==> src/rtl/twm_pkg.sv <==
package twm_pkg;

  localparam logic [31:0] SEED_RESET = 32'h2a80ce30;
  localparam logic [31:0] MUL_A      = 32'd3141592621;
  localparam logic [31:0] MUL_B      = 32'd1568397607;
  localparam logic [31:0] MUL_C      = 32'd2435386481;

  // Fraction scaling: 65536/4095 = 16 + 16/4095, so only round(16m/4095)
  // needs a division. That is floor(n/8190) with n = 32m + 4095 < 2^18,
  // done as a multiply by ceil(2^31/8190) and a shift by 31.
  localparam int          FRAC_W      = 12;
  localparam logic [17:0] FRAC_DIV    = 18'd4095;
  localparam logic [18:0] RECIP_M     = 19'd262209;
  localparam int          RECIP_SHIFT = 31;

  localparam int QUEUE_DEPTH = 2;
  localparam int QPTR_W      = (QUEUE_DEPTH > 1) ? $clog2(QUEUE_DEPTH) : 1;
  localparam int QCNT_W      = $clog2(QUEUE_DEPTH + 1);

  typedef enum logic [1:0] {
    OP_RAW    = 2'd0,
    OP_RANGE  = 2'd1,
    OP_UNIT   = 2'd2,
    OP_SIGNED = 2'd3
  } twm_op_t;

  typedef enum logic [1:0] {
    ST_IDLE,
    ST_MIX_C,
    ST_SHAPE
  } twm_state_t;

  // One queued request: result form, low bound and precomputed span.
  typedef struct packed {
    twm_op_t     op;
    logic [15:0] range_low;
    logic [31:0] span;
  } twm_item_t;

  typedef struct packed {
    logic empty;
    logic full;
  } twm_qstat_t;

endpackage

==> src/rtl/twm_front.sv <==
module twm_front (
  input  logic                in_valid,
  output logic                in_ready,
  input  logic [1:0]          in_op,
  input  logic [15:0]         in_range_low,
  input  logic [15:0]         in_range_high,
  input  twm_pkg::twm_qstat_t q_stat,
  output logic                push,
  output twm_pkg::twm_item_t  item
);
  import twm_pkg::*;

  assign in_ready = !q_stat.full;
  assign push     = in_valid && in_ready;

  // The span wraps modulo 2^32 when the low bound is above the high bound.
  always_comb begin
    item.op        = twm_op_t'(in_op);
    item.range_low = in_range_low;
    item.span      = {16'd0, in_range_high} + 32'd1 - {16'd0, in_range_low};
  end

endmodule

==> src/rtl/twm_queue.sv <==
module twm_queue (
  input  logic                clk,
  input  logic                rst_n,
  input  logic                push,
  input  twm_pkg::twm_item_t  push_item,
  input  logic                pop,
  output twm_pkg::twm_item_t  head_item,
  output twm_pkg::twm_qstat_t q_stat
);
  import twm_pkg::*;

  twm_item_t            mem_r [QUEUE_DEPTH];
  logic [QPTR_W-1:0]    wr_ptr_r, wr_ptr_nxt;
  logic [QPTR_W-1:0]    rd_ptr_r, rd_ptr_nxt;
  logic [QCNT_W-1:0]    count_r, count_nxt;

  function automatic logic [QPTR_W-1:0] ptr_inc(input logic [QPTR_W-1:0] p);
    ptr_inc = (p == QPTR_W'(QUEUE_DEPTH - 1)) ? '0 : p + QPTR_W'(1);
  endfunction

  assign q_stat.empty = (count_r == '0);
  assign q_stat.full  = (count_r == QCNT_W'(QUEUE_DEPTH));
  assign head_item    = mem_r[rd_ptr_r];

  always_comb begin
    wr_ptr_nxt = push ? ptr_inc(wr_ptr_r) : wr_ptr_r;
    rd_ptr_nxt = pop ? ptr_inc(rd_ptr_r) : rd_ptr_r;
    count_nxt  = count_r;
    if (push && !pop) begin
      count_nxt = count_r + QCNT_W'(1);
    end else if (pop && !push) begin
      count_nxt = count_r - QCNT_W'(1);
    end
  end

  always_ff @(posedge clk) begin
    if (!rst_n) begin
      wr_ptr_r <= '0;
      rd_ptr_r <= '0;
      count_r  <= '0;
    end else begin
      wr_ptr_r <= wr_ptr_nxt;
      rd_ptr_r <= rd_ptr_nxt;
      count_r  <= count_nxt;
    end
  end

  always_ff @(posedge clk) begin
    if (push) begin
      mem_r[wr_ptr_r] <= push_item;
    end
  end

endmodule

==> src/rtl/twm_back.sv <==
module twm_back (
  input  logic                clk,
  input  logic                rst_n,
  input  logic                cfg_wr_en,
  input  logic [31:0]         cfg_wr_data,
  input  twm_pkg::twm_qstat_t q_stat,
  input  twm_pkg::twm_item_t  head_item,
  output logic                pop,
  output logic                out_valid,
  input  logic                out_ready,
  output logic [31:0]         out_raw_word,
  output logic [15:0]         out_ranged_value,
  output logic signed [17:0]  out_fraction_q16
);
  import twm_pkg::*;

  twm_state_t  state_r, state_nxt;
  logic [31:0] a_r, a_nxt;
  logic [31:0] b_r, b_nxt;
  logic [31:0] c_r, c_nxt;
  twm_item_t   item_r;

  logic               out_valid_r;
  logic [31:0]        raw_r;
  logic [15:0]        ranged_r, ranged_nxt;
  logic signed [17:0] frac_r, frac_nxt;

  logic out_free;
  logic shape_fire;

  // Shaping datapath signals.
  logic [FRAC_W-1:0] r12;
  logic [12:0]       twice_r;
  logic [12:0]       m_wide;
  logic [FRAC_W-1:0] m;
  logic              neg;
  logic              zero_frac;
  logic [17:0]       n;
  logic [36:0]       recip_prod;
  logic [5:0]        q;
  logic [16:0]       mag;
  logic [31:0]       range_prod;

  assign out_free = !out_valid_r || out_ready;

  always_comb begin
    state_nxt = state_r;
    case (state_r)
      ST_IDLE:  if (!q_stat.empty) state_nxt = ST_MIX_C;
      ST_MIX_C: state_nxt = ST_SHAPE;
      ST_SHAPE: if (out_free) state_nxt = ST_IDLE;
      default:  state_nxt = ST_IDLE;
    endcase
  end

  always_comb begin
    pop        = 1'b0;
    shape_fire = 1'b0;
    case (state_r)
      ST_IDLE:  pop = !q_stat.empty;
      ST_SHAPE: shape_fire = out_free;
      default: begin
        pop        = 1'b0;
        shape_fire = 1'b0;
      end
    endcase
  end

  // State word updates: A and B together, then C from the new A and B.
  always_comb begin
    a_nxt = a_r;
    b_nxt = b_r;
    c_nxt = c_r;
    if (cfg_wr_en) begin
      a_nxt = cfg_wr_data;
      b_nxt = '0;
      c_nxt = '0;
    end else if (pop) begin
      a_nxt = (a_r + 32'd1) * MUL_A;
      b_nxt = b_r ^ ((c_r >> 5) * MUL_B);
    end else if (state_r == ST_MIX_C) begin
      c_nxt = c_r ^ (((b_r >> 7) + a_r) * MUL_C);
    end
  end

  // Result shaping from the new C word.
  always_comb begin
    r12       = c_r[FRAC_W-1:0];
    twice_r   = {r12, 1'b0};
    zero_frac = 1'b0;
    if (item_r.op == OP_SIGNED) begin
      if (twice_r >= 13'(FRAC_DIV)) begin
        m_wide = twice_r - 13'(FRAC_DIV);
        neg    = 1'b0;
      end else begin
        m_wide = 13'(FRAC_DIV) - twice_r;
        neg    = 1'b1;
      end
      zero_frac = (r12 == '0);
    end else begin
      m_wide = {1'b0, r12};
      neg    = 1'b0;
    end
    m          = m_wide[FRAC_W-1:0];
    n          = {1'b0, m, 5'd0} + FRAC_DIV;
    recip_prod = 37'(n) * 37'(RECIP_M);
    q          = recip_prod[36:RECIP_SHIFT];
    mag        = {1'b0, m, 4'd0} + 17'(q);
    range_prod = 32'(c_r[15:0]) * item_r.span;

    ranged_nxt = '0;
    frac_nxt   = '0;
    case (item_r.op)
      OP_RAW: begin
        ranged_nxt = '0;
        frac_nxt   = '0;
      end
      OP_RANGE: ranged_nxt = range_prod[31:16] + item_r.range_low;
      OP_UNIT:  frac_nxt = $signed({1'b0, mag});
      OP_SIGNED: begin
        if (zero_frac) begin
          frac_nxt = '0;
        end else if (neg) begin
          frac_nxt = -$signed({1'b0, mag});
        end else begin
          frac_nxt = $signed({1'b0, mag});
        end
      end
      default: begin
        ranged_nxt = '0;
        frac_nxt   = '0;
      end
    endcase
  end

  always_ff @(posedge clk) begin
    if (!rst_n) begin
      state_r     <= ST_IDLE;
      a_r         <= SEED_RESET;
      b_r         <= '0;
      c_r         <= '0;
      out_valid_r <= 1'b0;
    end else begin
      state_r <= state_nxt;
      a_r     <= a_nxt;
      b_r     <= b_nxt;
      c_r     <= c_nxt;
      if (shape_fire) begin
        out_valid_r <= 1'b1;
      end else if (out_ready) begin
        out_valid_r <= 1'b0;
      end
    end
  end

  always_ff @(posedge clk) begin
    if (pop) begin
      item_r <= head_item;
    end
    if (shape_fire) begin
      raw_r    <= c_r;
      ranged_r <= ranged_nxt;
      frac_r   <= frac_nxt;
    end
  end

  assign out_valid        = out_valid_r;
  assign out_raw_word     = raw_r;
  assign out_ranged_value = ranged_r;
  assign out_fraction_q16 = frac_r;

endmodule

==> src/rtl/three_word_multiply_rng.sv <==
// Three-word multiplicative random generator. Each accepted item draws one
// new 32-bit word from three state words and returns it together with a
// shaped form chosen by in_op: the raw word, a value in an inclusive 16-bit
// range, or a signed Q1.16 fraction in [0,1] or [-1,+1]. A write on the
// configuration port reloads the first word with the seed and clears the
// other two; it must only happen while no item is in flight. The back-end
// sequencer works on one item at a time: it pops the item and does the two
// independent multiplies of words A and B, then the add and multiply of
// word C, then the range or fraction multiply that shapes the result, where
// it waits while the previous result is not yet taken. Only then does it
// pop the next item. A two-item queue sits between the input side and the
// sequencer, and the result has a register of its own, so new items are
// taken while a finished result waits for out_ready.
module three_word_multiply_rng (
  input  logic               clk,
  input  logic               rst_n,
  input  logic               cfg_wr_en,
  input  logic [31:0]        cfg_wr_data,
  input  logic               in_valid,
  output logic               in_ready,
  input  logic [1:0]         in_op,
  input  logic [15:0]        in_range_low,
  input  logic [15:0]        in_range_high,
  output logic               out_valid,
  input  logic               out_ready,
  output logic [31:0]        out_raw_word,
  output logic [15:0]        out_ranged_value,
  output logic signed [17:0] out_fraction_q16
);
  import twm_pkg::*;

  twm_qstat_t q_stat;
  twm_item_t  push_item;
  twm_item_t  head_item;
  logic       push;
  logic       pop;

  // The front end checks for queue room and precomputes the range span.
  twm_front u_front (
    .in_valid      (in_valid),
    .in_ready      (in_ready),
    .in_op         (in_op),
    .in_range_low  (in_range_low),
    .in_range_high (in_range_high),
    .q_stat        (q_stat),
    .push          (push),
    .item          (push_item)
  );

  // The queue decouples the input handshake from the sequencer.
  twm_queue u_queue (
    .clk       (clk),
    .rst_n     (rst_n),
    .push      (push),
    .push_item (push_item),
    .pop       (pop),
    .head_item (head_item),
    .q_stat    (q_stat)
  );

  // The back end owns the state words, draws the word and shapes the result.
  twm_back u_back (
    .clk              (clk),
    .rst_n            (rst_n),
    .cfg_wr_en        (cfg_wr_en),
    .cfg_wr_data      (cfg_wr_data),
    .q_stat           (q_stat),
    .head_item        (head_item),
    .pop              (pop),
    .out_valid        (out_valid),
    .out_ready        (out_ready),
    .out_raw_word     (out_raw_word),
    .out_ranged_value (out_ranged_value),
    .out_fraction_q16 (out_fraction_q16)
  );

endmodule

==> config.mk <==
export PLATFORM = sky130hd
export DESIGN_NAME = three_word_multiply_rng
export DESIGN_NICKNAME = d
export VERILOG_FILES = /design/src/rtl/twm_pkg.sv /design/src/rtl/twm_front.sv /design/src/rtl/twm_queue.sv /design/src/rtl/twm_back.sv /design/src/rtl/three_word_multiply_rng.sv
export SDC_FILE = /design/constraint.sdc
export NUM_CORES = 2
export LEC_CHECK = 0
export BUFFER_PORTS_ARGS = -buffer_cell sky130_fd_sc_hd__buf_2
export CELL_PAD_IN_SITES_DETAIL_PLACEMENT = 0
export CELL_PAD_IN_SITES_GLOBAL_PLACEMENT = 1
export CORE_ASPECT_RATIO = 2
export CORE_UTILIZATION = 37
export CTS_CLUSTER_SIZE = 25
export DETAILED_ROUTE_END_ITERATION = 8
export GPL_TIMING_DRIVEN = 1
export PLACE_DENSITY_LB_ADDON = 0.05
export RECOVER_POWER = 100
export SYNTH_ARGS = -nofsm -noshare
export SYNTH_HDL_FRONTEND = slang
export SYNTH_HIERARCHICAL = 1
export SYNTH_SLANG_ARGS = --single-unit
==> constraint.sdc <==
create_clock -name clk -period 10.2 [get_ports clk]
set_input_delay 0.51 -clock clk [delete_from_list [all_inputs] [get_ports clk]]
set_output_delay 0.51 -clock clk [all_outputs]
set_load 0.02 [all_outputs]
Yosys cells after proc, flatten, opt, wreduce, memory -nomap -nowiden
Memory sizes are Yosys's and may differ from the RTL's. A register that Yosys moved wholly into a read port is not among the register bits.
Index checks and enable logic that the tools add are counted.
{"block": "classes", "add_sub_neg": 14, "n_mul": 5, "order_cmp": 1, "eq_ne": 8, "n_mux": 23, "bitwise_logic": 4, "n_reduce_logical": 18}
{"operator": "32-bit by 32-bit multiplier with 32-bit output, second input constant", "n": 2}
{"operator": "32-bit 2-to-1 mux", "n": 2}
{"operator": "32-bit bitwise XOR", "n": 2}
{"operator": "18-bit by 19-bit multiplier with 37-bit output, second input constant", "n": 1}
{"operator": "18-bit 2-to-1 mux", "n": 2}
{"operator": "18-bit case mux with 2 select lines", "n": 1}
{"operator": "25-bit by 32-bit adder with 32-bit output", "n": 1}
{"operator": "32-bit by 1-bit adder with 32-bit output, second input constant", "n": 1}
{"operator": "16-bit by 32-bit multiplier with 32-bit output", "n": 1}
{"operator": "27-bit by 31-bit multiplier with 32-bit output, second input constant", "n": 1}
{"operator": "32-bit by 16-bit subtractor with 32-bit output", "n": 1}
{"operator": "12-bit 2-to-1 mux", "n": 2}
{"operator": "17-bit by 12-bit adder with 18-bit output, second input constant", "n": 1}
{"operator": "17-bit negation with 18-bit output", "n": 1}
{"operator": "16-bit by 1-bit adder with 17-bit output, second input constant", "n": 1}
{"operator": "16-bit by 6-bit adder with 17-bit output", "n": 1}
{"operator": "16-bit adder", "n": 1}
{"operator": "13-bit by 12-bit >= comparator with 1-bit output, second input constant", "n": 1}
{"operator": "12-bit logical NOT", "n": 1}
{"operator": "12-bit subtractor, first input constant", "n": 1}
{"operator": "12-bit subtractor, second input constant", "n": 1}
{"operator": "1-bit 2-to-1 mux", "n": 11}
{"operator": "2-bit == test, second input constant", "n": 4}
{"operator": "2-bit 2-to-1 mux", "n": 4}
{"operator": "other kinds (15)", "n": 28}
{"block": "totals", "ff_bits": 169, "mem_bits_rw": 100, "input_bits": 71, "output_inout_bits": 68, "memories": 1}
{"name": "u_queue.mem_r", "words": 2, "word_bits": 50, "read_ports": 1, "rd_clocked_by_memory_dff": 1, "wr": 1, "line_no": "twm_queue.sv:12", "rtl": "twm_item_t mem_r [QUEUE_DEPTH];"}

Logic depth before layout (Yosys ltp)
{"block": "logic_depth", "depth_word": 10, "ltp_mapped": 40, "depth_no_buf": 40}

Hierarchy
The synthesis kept the hierarchy.
{"module": "twm_back", "instances": 1, "cells_each": 4911, "area_each_um2": 46011.6, "seq_area_each_um2": 5325.1}
{"module": "twm_queue", "instances": 1, "cells_each": 178, "area_each_um2": 3814.9, "seq_area_each_um2": 3103.0}
{"module": "twm_front", "instances": 1, "cells_each": 177, "area_each_um2": 1337.5, "seq_area_each_um2": 0.0}

Worst setup path after synthesis
Ideal clock, no wire load.
{"block": "synth_timing", "path_kind": "register to register", "startpoint": "register u_back.a_r[0]", "endpoint": "register u_back.c_r[31]", "setup_ns": 0.070, "arrival_time_ns": 8.850, "required_ns": 10.130, "setup_slack_ns": 1.279, "path_stages_with_launch": 39, "path_buffers": 0, "synth_period_minus_slack_ns": 8.921, "cell_sequence": "dfxtp_1 > ha_1 > inv_1 > fa_1 > nor2b_1 > o31a_1 > o2111ai_1 > a21boi_1 > nor2_1 > o21ai_0 > a21o_1 > xor2_1 > ha_1 > ha_1 > fa_1 > inv_1 > fa_1 > inv_1 > (+3 left out) > inv_1 > fa_1 > inv_1 > fa_1 > inv_1 > ha_1 > a21o_1 > a21oi_1 > nor2_1 > or3_1 > or4_1 > nand2_1 > o211ai_1 > a221o_1 > a21oi_1 > xor3_1 > or3_1 > a21oi_1"}
{"block": "synth_via", "elab_chain_len": 3}
{"item": "start: declaration", "line_no": "twm_back.sv:18", "rtl": "logic [31:0] a_r, a_nxt;"}
{"item": "start signal: assignment", "line_no": "twm_back.sv:145", "rtl": "a_r <= a_nxt;"}
{"item": "25-bit by 32-bit adder with 32-bit output", "line_no": "twm_back.sv:82", "rtl": "c_nxt = c_r ^ (((b_r >> 7) + a_r) * MUL_C);"}
{"item": "32-bit by 32-bit multiplier with 32-bit output", "line_no": "twm_back.sv:82"}
{"item": "32-bit bitwise XOR", "line_no": "twm_back.sv:82"}
{"item": "end signal: assignment", "line_no": "twm_back.sv:147", "rtl": "c_r <= c_nxt;"}
{"item": "end: declaration", "line_no": "twm_back.sv:20", "rtl": "logic [31:0] c_r, c_nxt;"}
Every way passes these cells.
A chain may end at the register's enable or synchronous reset.

Worst setup path in the final report
{"block": "layout_timing", "startpoint": "register u_back.a_r[1]", "endpoint": "register u_back.c_r[31]"}
Same word-level chain as after synthesis.

==> flow_summary.json <==
{
  "cap_violations": 12,
  "drc": 0,
  "synth.area.top_cells": "fa_1 (31%), ha_1 (18%), edfxtp_1 (13%)",
  "cp_slowest_cell": "fa_1",
  "clock-skew-final_ps": 57.2,
  "insertion_delay_ps": 660,
  "dieWidth_um": 265,
  "postRouteAntennaNets": 0,
  "violations": "max-capacitance violations, max-slew violations",
  "cts.hold.buffers_added": 0,
  "ys_seq_area_share_pct": 16.5,
  "wl_um": 189000,
  "ys_ff_latch": 313,
  "postSynthCellCount": 5266,
  "end_kind": "flip-flop",
  "synth_commonest_cells": "inv_1 (1,321), fa_1 (781), ha_1 (747), nand2_1 (415)",
  "h-tree-depth": 2,
  "slowest_delay_ps": 510,
  "placementRows": 192,
  "cts_sinks": 313,
  "track_usage_pct": 27.7,
  "worst_pin_slew_ps": 3650,
  "ctsRootBufferMaster": "clkbuf_16",
  "crit_top_cell": "fa_1",
  "antenna_found_initial": 12,
  "path_delay_family": "adder cells",
  "firstDrtPassIters": 5,
  "max_slew_margin_pct": -143,
  "max_clock_freq_ghz": 0.103,
  "finalSetupViolCount": 0,
  "arrival_ps": 10270,
  "synth_cell_types": 101,
  "cp.buffers_inverters": 6,
  "worstPathRequired_ps": 10730,
  "ys_warn_count": 6,
  "hpwl_um": 163000,
  "synth.largest_area_cell": "fa_1",
  "async_flop_share_pct": 0,
  "grt_max_degree": 58,
  "seqCellArea_um2": 8440,
  "drt_iter0_markers": 1264,
  "grt_first_pass_wirelength_um": 272000,
  "drv_slew": 397,
  "hold_viol_final": 0,
  "die-area_um2": 140000,
  "min_path_type": "in -> reg",
  "fillers": 14000,
  "ctsLongestPathBuffers": 3,
  "grt_pass1_vias": 41200,
  "status": "complete, but fails checks",
  "cts_inserted_buffers": 39,
  "yosysTopAreaCellShare_pct": 30.6,
  "synth_most_common_cell": "inv_1",
  "setup_tns_ps": 0,
  "drive_gt1_share_pct": 5.42,
  "via_per_inst": 5.03,
  "io_buffers": 138,
  "pin_count": 139,
  "core_area_um2": 137000,
  "multi_input_area_um2": 37000,
  "nets": 6997,
  "tritoncts": "done",
  "areaGrowthSynthToFinish_pct": 8.11,
  "syn_area_um2": 51200,
  "die_height_um": 528,
  "post-route-period-util_pct": 95.4,
  "syn_avg_cell_area_um2": 9.72,
  "crit_fanout": 7,
  "rsz0062_at_grt": "false",
  "initial_core_util_pct": 37.4,
  "gp_congestion": 0.981,
  "worstSetupStartpointType": "flip-flop",
  "crit_type": "reg -> reg",
  "via_count": 36200,
  "grt_overflow": 0,
  "synth_edf_count": 216,
  "period_needed_ps": 9730,
  "ys.flop_type": "edfxtp_1",
  "avgRoutedWirePerCell_um": 26.3,
  "clk_pin_slew_worst_paths_ps": 70
}
[worst paths after layout]
kind	from	endpoint	slack (ps)	cells past startpoint
setup / recovery	u_back/a_r[1]$_SDFFE_PN0P_	u_back/c_r[31]$_SDFFE_PP0P_	470	36
hold / removal	cfg_wr_data[16]	u_back/a_r[16]$_SDFFE_PN0P_	110	2
setup reg to reg	u_back/a_r[1]$_SDFFE_PN0P_	u_back/c_r[31]$_SDFFE_PP0P_	470	36
hold reg to reg	u_back/b_r[7]$_SDFFE_PP0P_	u_back/b_r[7]$_SDFFE_PP0P_	500	2
[cell type report]
cell class | count | area share (%)
Timing Repair Buffer | 259 | 2.47
Clock inverter | 31 | 0.624
Sequential cell | 313 | 15.3
Tap cell | 1746 | 3.95
Inverter | 1324 | 8.99
Antenna cell | 7 | 0.0317
Multi-Input combinational cell | 3461 | 66.9
Clock buffer | 41 | 1.80
[repair_timing]
action / CTS / global route
setup endpoints to repair: 0 / 1
gates resized for setup: 0 / 4
setup buffers: 0 / 3
endpoints found under the hold margin: 0 / 0
[per-layer routing]
| layer | vias to the layer above | wire length, µm | global-route usage, % |
|---|---|---|---|
| met1 | 18300 | 51900 | 21.5 |
| met4 | 0 | 20400 | 24.4 |
| met3 | 444 | 3690 | 1.89 |
| li1 | 16700 | - | - |
| met2 | 713 | 113000 | 58.5 |
| met5 | - | 0 | 0 |
[metrics by stage]
stage	hold slack [ps]	setup WS [ps]	area, µm²	util (%)	std cells
finish	107	468	55300	40.4	7182
global route	89.6	0.0817	55300	40.4	7182
CTS	36.4	190	55500	40.6	7172
detailed placement	487	239	54200	39.6	7100
global placement	476	258	54200	39.6	7100
floorplan	403	1280	51200	-	5267
[cells by family (layout without fill, tap and decap cells)]
kind of cell    after synthesis  in the layout  synth area share [%]
simple gates               1000           1000                  9.40
xor+xnor                    312            312                  5.55
fa+ha+maj                  1528           1528                  48.8
mux                          60             60                  1.33
buf+inv                    1493           1655                  11.3
flops                       313            313                  16.5
compound gates              559            559                  7.15
other cells                   1              9               0.00733
[registers in the layout, indices dropped and copies added (netlist names), 16 cells and up, named ones only]
signal	cells
u_queue/mem_r	100
u_back/out_raw_word	32
u_back/out_ranged_value	16
u_back/out_fraction_q16	18
u_back/b_r	25
u_back/a_r	32
u_back/c_r	32
u_back/item_r	50
[placed cells by master, fill, tap and decap left out, types with 89 or more instances in the layout]
master	Yosys	routed
inv_1	1321	1320
and2_1	131	124
nand2_1	415	414
a21oi_1	154	154
o21ai_0	119	126
ha_1	747	747
clkbuf_1	109	121
nor2_1	156	156
fa_1	781	781
xnor2_1	216	215
dfxtp_1	97	89
edfxtp_1	216	216
Power is left out: the tool's default activity adds up to more than one toggle a clock period on the data nets, which glitch-free logic cannot reach.
